--- config.mk ---
export PLATFORM = sky130hd
export DESIGN_NAME = float_to_decimal_ascii
export DESIGN_NICKNAME = d
export VERILOG_FILES = /design/src/hw/rtl/fda_pkg.sv /design/src/hw/rtl/fda_bcd.sv /design/src/hw/rtl/float_to_decimal_ascii.sv
export VERILOG_INCLUDE_DIRS = /design/src /design/src/hw/rtl
export SDC_FILE = /design/constraint.sdc
export NUM_CORES = 2
export LEC_CHECK = 0
export BUFFER_PORTS_ARGS = -buffer_cell sky130_fd_sc_hd__buf_2
export CORE_MARGIN = 5
export CORE_UTILIZATION = 46
export CTS_CLUSTER_DIAMETER = 60
export DETAILED_ROUTE_END_ITERATION = 6
export PLACE_DENSITY = 0.7
export SYNTH_ARGS = -nofsm -noshare
export SYNTH_HDL_FRONTEND = slang
export SYNTH_SLANG_ARGS = --single-unit
--- constraint.sdc ---
create_clock -name clock -period 22.1 [get_ports clock]
set_clock_uncertainty 0.1 [all_clocks]
set_input_delay 1.105 -clock clock [delete_from_list [all_inputs] [get_ports clock]]
set_output_delay 1.105 -clock clock [all_outputs]
set_load 0.01 [all_outputs]
--- src/hw/rtl/float_to_decimal_ascii_defines.svh ---
// Assertion macros shared by the float-to-decimal text converter.
`ifndef FLOAT_TO_DECIMAL_ASCII_DEFINES_SVH
`define FLOAT_TO_DECIMAL_ASCII_DEFINES_SVH

// Same-cycle implication, sampled on the rising clock edge outside reset.
`define FDA_ASSERT_IMP(label, ante, cons, msg) \
   label: assert property (@(posedge clock) disable iff (reset) (ante) |-> (cons)) \
      else $error(msg);

// Next-cycle implication, sampled on the rising clock edge outside reset.
`define FDA_ASSERT_NXT(label, ante, cons, msg) \
   label: assert property (@(posedge clock) disable iff (reset) (ante) |=> (cons)) \
      else $error(msg);

`endif

--- src/hw/rtl/fda_pkg.sv ---
// Shared constants, types and functions of the float-to-decimal text converter.
`default_nettype none
package fda_pkg;
   localparam int BIN_W    = 32;
   localparam int DIGITS   = 10;
   localparam int BCD_W    = 4 * DIGITS;
   localparam int MAX_FRAC = 9;

   localparam logic [7:0] CHAR_NUL   = 8'h00;
   localparam logic [7:0] CHAR_ZERO  = 8'h30;
   localparam logic [7:0] CHAR_DOT   = 8'h2E;
   localparam logic [7:0] CHAR_MINUS = 8'h2D;

   localparam logic [7:0] EXP_LIMIT = 8'd158;
   localparam logic [7:0] EXP_UNIT  = 8'd150;

   typedef struct packed {
      logic busy;
      logic done;
   } bcd_stat_type;

   function automatic logic [29:0] pow_ten(input logic [3:0] n);
      logic [29:0] r;
      unique case (n)
         4'd0: r = 30'd1;
         4'd1: r = 30'd10;
         4'd2: r = 30'd100;
         4'd3: r = 30'd1000;
         4'd4: r = 30'd10000;
         4'd5: r = 30'd100000;
         4'd6: r = 30'd1000000;
         4'd7: r = 30'd10000000;
         4'd8: r = 30'd100000000;
         default: r = 30'd1000000000;
      endcase
      return r;
   endfunction
endpackage
`default_nettype wire

--- src/hw/rtl/fda_bcd.sv ---
// Iterative binary to packed decimal converter, one shift-and-adjust step per cycle.
`default_nettype none
module fda_bcd (
   input  wire logic                       clock,
   input  wire logic                       reset,
   input  wire logic                       start,
   input  wire logic [fda_pkg::BIN_W-1:0]  bin,
   output fda_pkg::bcd_stat_type           stat,
   output logic      [fda_pkg::BCD_W-1:0]  bcd
);
   import fda_pkg::*;

   logic [BIN_W-1:0] bin_ff, bin_in;
   logic [BCD_W-1:0] bcd_ff, bcd_in, adj;
   logic [4:0]       cnt_ff, cnt_in;
   logic             busy_ff, busy_in, done_ff, done_in;

   always_comb begin
      for (int i = 0; i < DIGITS; i++) begin
         adj[i*4 +: 4] = (bcd_ff[i*4 +: 4] >= 4'd5) ? 4'(bcd_ff[i*4 +: 4] + 4'd3)
                                                    : bcd_ff[i*4 +: 4];
      end
   end

   always_comb begin
      bin_in  = bin_ff;
      bcd_in  = bcd_ff;
      cnt_in  = cnt_ff;
      busy_in = busy_ff;
      done_in = 1'b0;
      if (start) begin
         bin_in  = bin;
         bcd_in  = '0;
         cnt_in  = '0;
         busy_in = 1'b1;
      end else if (busy_ff) begin
         bcd_in = {adj[BCD_W-2:0], bin_ff[BIN_W-1]};
         bin_in = {bin_ff[BIN_W-2:0], 1'b0};
         cnt_in = 5'(cnt_ff + 5'd1);
         if (cnt_ff == 5'(BIN_W - 1)) begin
            busy_in = 1'b0;
            done_in = 1'b1;
         end
      end
   end

   always_ff @(posedge clock) begin
      bin_ff <= bin_in;
      bcd_ff <= bcd_in;
      cnt_ff <= cnt_in;
      if (reset) begin
         busy_ff <= 1'b0;
         done_ff <= 1'b0;
      end else begin
         busy_ff <= busy_in;
         done_ff <= done_in;
      end
   end

   assign stat.busy = busy_ff;
   assign stat.done = done_ff;
   assign bcd       = bcd_ff;
endmodule
`default_nettype wire

--- src/hw/rtl/float_to_decimal_ascii.sv ---
// Top level of the single-precision float to fixed-digit decimal text converter.
//
//   channel | direction | contents
//   req_    | in        | tdata: value_bits [31:0], frac_digits [35:32]
//   rsp_    | out       | tdata: character; tlast: last_char; tuser: range_error
//
// An out-of-range request is split and answered with a lone error character. Any other
// request runs through a split, one multiply, a normalizing shift, a rounding step, and a
// decimal conversion in the shared converter for the integer part and, when fraction digits
// are asked for, the fraction part. Characters leave one per cycle while rsp_tready holds.
// req_tready is high only while no request is in work. Reset is synchronous.
`default_nettype none
module float_to_decimal_ascii (
   input  wire logic        clock,
   input  wire logic        reset,
   input  wire logic        req_tvalid,
   output logic             req_tready,
   input  wire logic [39:0] req_tdata,   // value_bits [31:0], frac_digits [35:32], zero pad
   output logic             rsp_tvalid,
   input  wire logic        rsp_tready,
   output logic [7:0]       rsp_tdata,   // character [7:0]
   output logic             rsp_tlast,
   output logic             rsp_tuser    // range_error [0]
);
   import fda_pkg::*;
   `include "float_to_decimal_ascii_defines.svh"

   typedef enum logic [3:0] {
      S_IDLE, S_SPLIT, S_MUL, S_NORM, S_ROUND, S_ICONV, S_IWAIT, S_SIGN,
      S_IDIG, S_DOT, S_FCONV, S_FWAIT, S_FDIG, S_ERR
   } state_type;

   state_type    state_ff, state_in;
   logic [31:0]  val_ff, val_in;
   logic [3:0]   fd_ff, fd_in;
   logic         neg_ff, neg_in;
   logic [31:0]  imag_ff, imag_in;
   logic [23:0]  frac_ff, frac_in;
   logic [7:0]   k_ff, k_in;
   logic [53:0]  prod_ff, prod_in;
   logic [5:0]   z_ff, z_in;
   logic [31:0]  fmag_ff, fmag_in;
   logic [3:0]   idx_ff, idx_in;
   logic         rsp_tvalid_ff, rsp_tvalid_in;
   logic [7:0]   rsp_char_ff, rsp_char_in;
   logic         rsp_last_ff, rsp_last_in, rsp_err_ff, rsp_err_in;

   logic [7:0]   expo, eff, kk;
   logic [23:0]  m24;
   logic         out_free, rup;
   logic [24:0]  rnd;
   logic signed [9:0] sh;
   logic [9:0]   lsh;
   logic [3:0]   msd, fmin, nib;
   logic         bcd_start;
   logic [BIN_W-1:0] bcd_bin;
   logic [BCD_W-1:0] bcd_val;
   bcd_stat_type bcd_stat;

   assign expo     = val_ff[30:23];
   assign eff      = (expo == 8'd0) ? 8'd1 : expo;
   assign kk       = 8'(EXP_UNIT - eff);
   assign m24      = {|expo, val_ff[22:0]};
   assign out_free = !rsp_tvalid_ff || rsp_tready;
   assign rup      = prod_ff[29] && ((|prod_ff[28:0]) || prod_ff[30]);
   assign rnd      = 25'({1'b0, prod_ff[53:30]} + 25'(rup));
   assign sh       = $signed({2'b00, k_ff}) + $signed({4'b0000, z_ff}) - 10'sd30;
   assign lsh      = 10'(-sh);
   assign fmin     = 4'(fd_ff - 4'd1);
   assign nib      = bcd_val[idx_ff*4 +: 4];
   assign bcd_bin  = (state_ff == S_ICONV) ? imag_ff : fmag_ff;

   always_comb begin
      msd = '0;
      for (int i = 0; i < DIGITS; i++) begin
         if (bcd_val[i*4 +: 4] != 4'd0) msd = 4'(i);
      end
   end

   fda_bcd u_bcd (
      .clock (clock),
      .reset (reset),
      .start (bcd_start),
      .bin   (bcd_bin),
      .stat  (bcd_stat),
      .bcd   (bcd_val)
   );

   always_comb begin
      state_in      = state_ff;
      val_in        = val_ff;
      fd_in         = fd_ff;
      neg_in        = neg_ff;
      imag_in       = imag_ff;
      frac_in       = frac_ff;
      k_in          = k_ff;
      prod_in       = prod_ff;
      z_in          = z_ff;
      fmag_in       = fmag_ff;
      idx_in        = idx_ff;
      rsp_tvalid_in = rsp_tvalid_ff && !rsp_tready;
      rsp_char_in   = rsp_char_ff;
      rsp_last_in   = rsp_last_ff;
      rsp_err_in    = rsp_err_ff;
      bcd_start     = 1'b0;
      unique case (state_ff)
         S_IDLE: begin
            if (req_tvalid) begin
               val_in   = req_tdata[31:0];
               fd_in    = (req_tdata[35:32] > 4'(MAX_FRAC)) ? 4'(MAX_FRAC) : req_tdata[35:32];
               state_in = S_SPLIT;
            end
         end
         S_SPLIT: begin
            neg_in = val_ff[31] && (|val_ff[30:0]);
            if (expo >= EXP_LIMIT) begin
               state_in = S_ERR;
            end else begin
               if (eff >= EXP_UNIT) begin
                  imag_in = 32'(m24) << 3'(eff - EXP_UNIT);
                  frac_in = '0;
                  k_in    = '0;
               end else if (kk >= 8'd24) begin
                  imag_in = '0;
                  frac_in = m24;
                  k_in    = kk;
               end else begin
                  imag_in = 32'(m24 >> kk[4:0]);
                  frac_in = m24 & ~(24'hFFFFFF << kk[4:0]);
                  k_in    = kk;
               end
               state_in = S_MUL;
            end
         end
         S_MUL: begin
            prod_in  = frac_ff * pow_ten(fd_ff);
            z_in     = '0;
            state_in = S_NORM;
         end
         S_NORM: begin
            if (prod_ff == '0) begin
               fmag_in  = '0;
               state_in = S_ICONV;
            end else if (prod_ff[53]) begin
               state_in = S_ROUND;
            end else begin
               prod_in = {prod_ff[52:0], 1'b0};
               z_in    = 6'(z_ff + 6'd1);
            end
         end
         S_ROUND: begin
            if (sh < 0) begin
               fmag_in = 32'(rnd) << lsh[4:0];
            end else if (sh >= 10'sd25) begin
               fmag_in = '0;
            end else begin
               fmag_in = 32'(rnd >> sh[4:0]);
            end
            state_in = S_ICONV;
         end
         S_ICONV: begin
            bcd_start = 1'b1;
            state_in  = S_IWAIT;
         end
         S_IWAIT: begin
            if (bcd_stat.done) begin
               idx_in   = msd;
               state_in = neg_ff ? S_SIGN : S_IDIG;
            end
         end
         S_SIGN: begin
            if (out_free) begin
               rsp_tvalid_in = 1'b1;
               rsp_char_in   = CHAR_MINUS;
               rsp_last_in   = 1'b0;
               rsp_err_in    = 1'b0;
               state_in      = S_IDIG;
            end
         end
         S_IDIG: begin
            if (out_free) begin
               rsp_tvalid_in = 1'b1;
               rsp_char_in   = 8'(CHAR_ZERO + 8'(nib));
               rsp_last_in   = (idx_ff == 4'd0) && (fd_ff == 4'd0);
               rsp_err_in    = 1'b0;
               if (idx_ff == 4'd0) begin
                  state_in = (fd_ff == 4'd0) ? S_IDLE : S_DOT;
               end else begin
                  idx_in = 4'(idx_ff - 4'd1);
               end
            end
         end
         S_DOT: begin
            if (out_free) begin
               rsp_tvalid_in = 1'b1;
               rsp_char_in   = CHAR_DOT;
               rsp_last_in   = 1'b0;
               rsp_err_in    = 1'b0;
               state_in      = S_FCONV;
            end
         end
         S_FCONV: begin
            bcd_start = 1'b1;
            state_in  = S_FWAIT;
         end
         S_FWAIT: begin
            if (bcd_stat.done) begin
               idx_in   = (msd > fmin) ? msd : fmin;
               state_in = S_FDIG;
            end
         end
         S_FDIG: begin
            if (out_free) begin
               rsp_tvalid_in = 1'b1;
               rsp_char_in   = 8'(CHAR_ZERO + 8'(nib));
               rsp_last_in   = (idx_ff == 4'd0);
               rsp_err_in    = 1'b0;
               if (idx_ff == 4'd0) begin
                  state_in = S_IDLE;
               end else begin
                  idx_in = 4'(idx_ff - 4'd1);
               end
            end
         end
         S_ERR: begin
            if (out_free) begin
               rsp_tvalid_in = 1'b1;
               rsp_char_in   = CHAR_NUL;
               rsp_last_in   = 1'b1;
               rsp_err_in    = 1'b1;
               state_in      = S_IDLE;
            end
         end
         default: state_in = S_IDLE;
      endcase
   end

   always_ff @(posedge clock) begin
      val_ff      <= val_in;
      fd_ff       <= fd_in;
      neg_ff      <= neg_in;
      imag_ff     <= imag_in;
      frac_ff     <= frac_in;
      k_ff        <= k_in;
      prod_ff     <= prod_in;
      z_ff        <= z_in;
      fmag_ff     <= fmag_in;
      idx_ff      <= idx_in;
      rsp_char_ff <= rsp_char_in;
      rsp_last_ff <= rsp_last_in;
      rsp_err_ff  <= rsp_err_in;
      if (reset) begin
         state_ff      <= S_IDLE;
         rsp_tvalid_ff <= 1'b0;
      end else begin
         state_ff      <= state_in;
         rsp_tvalid_ff <= rsp_tvalid_in;
      end
   end

   assign req_tready = (state_ff == S_IDLE);
   assign rsp_tvalid = rsp_tvalid_ff;
   assign rsp_tdata  = rsp_char_ff;
   assign rsp_tlast  = rsp_last_ff;
   assign rsp_tuser  = rsp_err_ff;

   `FDA_ASSERT_IMP(a_err_single, rsp_tvalid && rsp_tuser, rsp_tlast && rsp_tdata == CHAR_NUL, "error result must be a lone NUL character")
   `FDA_ASSERT_NXT(a_busy_after_req, req_tvalid && req_tready, !req_tready, "request accepted while a conversion is starting")
   `FDA_ASSERT_IMP(a_bcd_wait, bcd_stat.busy, state_ff == S_IWAIT || state_ff == S_FWAIT, "decimal converter busy outside a wait state")
endmodule
`default_nettype wire
==> metrics.cfg <==
[status]
outcome=complete, but fails checks
violations=DRC

[detailed_routing]
ant_nets=0
routed_wirelength_um=121000
drtPass1Iterations=7
wl_per_cell_um=20.4
vias_per_cell=5.71
drtIter0Drc=3461
drc_errors=8
vias=33923

[logic_synthesis]
syn_area_per_cell_um2=9.05
ys_top_cells_by_area=fa_1 (29%), edfxtp_1 (16%), inv_1 (7.0%), ha_1 (7.0%), nand2_1 (4.8%)
yosysSeqAreaShare_pct=19.9
async_reset_ff_share_pct=0
netlist_instances=4768
ys_ff_latch=311
synth_ff_type=edfxtp_1
synth_edf_count=236
yosys.area.top_type=fa_1
ys_warn_count=0
netlist_area_um2=43100
synthDistinctLibCells=83
synth_top_cell_area_share_pct=28.6

[critical_path]
critical-path-top-delay-family=adder cells
cp-end-kind=register
critPathMaxStageDelay_ns=0.81
start_kind=register
required_ns=22.31
rrSetupSlack_ns=13.27
worstPathArrival_ns=9.04
cp_max_fo=18
timing.rr.end=prod_ff[47]$_DFFE_PP_
reg2reg_depth=25
path_buf_inv=7
slowest_stage=a2111oi_1
path_common_cell=fa_1
critical_path_class=register to register

[timing]
post-route-period-util_pct=40.0
setup_viol=0
rsz0062_at_grt=false
tightest_slew_ns=1.19
drv_slew=0
max_slew_margin_pct=20.5
hold_viol_final=0
setup_tns_ns=0
post-route-min-period_ns=8.83
max_clock_freq_mhz=113

[placed_design]
io_buffers=49
place.gp.congestion=0.926
dp.cells=5879
post-dp-hpwl_um=92900
dpl-instance-area_um2=44600

[grt]
gr-max-usage-layer=met2
grt_util_met3_pct=4.48
met1_usage_pct=32.5
first_global_vias=34653
grt_pass1_wl_um=194000
antenna_found_initial=3
grt_use_total_pct=24.5
grt_max_degree=96
groute.layer.met2.usage_pct=40.6
grt_overflow_total=0

[min_path]
hp-start=u_bcd.bcd[39]$_SDFFE_PN0P_
min_path_cells=2
hold_path.class=register to register
hold_path_end=u_bcd.bcd[39]$_SDFFE_PN0P_

[die]
ios=56
die_area_um2=100000
die_x_um=316
start_util_pct=46.3
num_rows=112
fp.dieH_um=316
core_um2=93200

[clock_network]
hold_buffers=0
clock_sinks=311
clk_latency_ns=0.57
htree_num_levels=2
cts_resized=0
cts_tree=yes
clockRootBuffer=clkbuf_16
cts.clk_slew.worst_paths_ns=0.06
post-cts-setup-buffers=0
clk_path_buf_depth=3
cts_made_buffers=36

[finish]
n_antenna_cell=0
area_growth_pct=6.04
layout.nets=5564
layout-drive-gt1-share_pct=5.67
postLayoutCellArea_um2=45700
fin_util_pct=49.1
fin_cells=5944

[flow_run]
drv_cap=0

[layout make-up]
class,instances,area (µm²)
Clock inverter,19,211
Tap cell,1254,1570
Sequential cell,311,8590
Inverter,808,3030
Clock buffer,46,948
Fill cell,8707,47500
Timing Repair Buffer,125,816
Multi-Input combinational cell,3381,30600
[layer usage]
layer / wire [µm] / vias to the layer above
met5: 0 / -
met4: 4680 / 0
met3: 9490 / 285
met2: 57800 / 1414
met1: 49500 / 16826
li1: - / 15398
[cell families (layout without fill, tap and decap cells)]
family / after synthesis / in the layout / share of synthesized area, %
other: 1 / 2 / 0.00870
multiplexers: 198 / 198 / 5.31
AND/OR/NAND/NOR: 1441 / 1441 / 16.2
AO/OA/AOI/OAI: 787 / 787 / 11.6
adder cells (fa/ha/maj): 857 / 857 / 35.6
XOR/XNOR: 96 / 96 / 1.95
flip-flops: 311 / 311 / 19.9
buffers and inverters: 1077 / 998 / 9.43
[through the flow]
stage          worst slack, ns  hold slack [ns]
2_1_floorplan            14.65            0.356
3_5_place_dp             13.47            0.386
4_1_cts                  13.40            0.394
3_3_place_gp             13.40            0.375
6_report                 13.27            0.400
5_1_grt                  12.98            0.418
[placed cells by master, fill, tap and decap left out, drive strengths merged, types with 40 or more instances in the layout]
master / n
nor3: 54
nand3: 111
a21o: 47
fa: 617
ha: 240
and2: 318
a21oi: 217
buf: 125
clkbuf: 46
a211oi: 55
nor2: 218
xnor2: 65
nand2: 546
o21ai: 216
nor4: 40
mux2i: 148
dfxtp: 75
edfxtp: 236
inv: 812
[tightest hold or removal path, stage by stage (launching register included)]
cell     delay [ns]
dfxtp_1        0.33
nand2_1        0.06
a21oi_1        0.05
[flip-flops by register name, summed over array words and instances, names as in the netlist, named ones only]
name / count
rsp_tdata: 6
u_bcd.cnt_ff: 5
rsp_tvalid: 1
neg_ff: 1
prod_ff: 54
u_bcd.bin_ff: 32
frac_ff: 24
idx_ff: 4
imag_ff: 31
z_ff: 6
fd_ff: 4
fmag_ff: 32
rsp_tuser: 1
val_ff: 32
u_bcd.done_ff: 1
state_ff: 4
u_bcd.busy_ff: 1
rsp_tlast: 1
k_ff: 8
u_bcd.bcd: 40
[synthesized netlist by cell type (all sizes together) (14+ instances only)]
library cell,count
and2,318
a211oi,55
fa,617
xor2,31
a22oi,25
nor2,218
nand3,111
mux2,28
mux2i,148
nor2b,19
a31oi,18
dfxtp,75
a211o,17
mux4,22
o221ai,14
xnor2,65
clkbuf,240
o211ai,34
nor4,40
o22ai,14
nand2,546
ha,240
nand4,29
o21ai,216
and3,34
o21a,14
a21o,47
nor3,54
edfxtp,236
inv,806
nand2b,33
buf,29
a21oi,217
[how the worst max path moves through the flow]
| stage | endpoint | slack [ns] | cells after the start |
|---|---|---|---|
| 2_1_floorplan | prod_ff[47]$_DFFE_PP_ | 14.65 | 26 |
| 3_3_place_gp | prod_ff[47]$_DFFE_PP_ | 13.40 | 25 |
| 3_5_place_dp | prod_ff[47]$_DFFE_PP_ | 13.47 | 23 |
| 4_1_cts | prod_ff[47]$_DFFE_PP_ | 13.40 | 23 |
| 5_1_grt | prod_ff[47]$_DFFE_PP_ | 12.98 | 23 |
| 6_report | prod_ff[47]$_DFFE_PP_ | 13.27 | 25 |
Power is left out: the tool's default activity adds up to more than one toggle a clock period on the data nets, which glitch-free logic cannot reach.
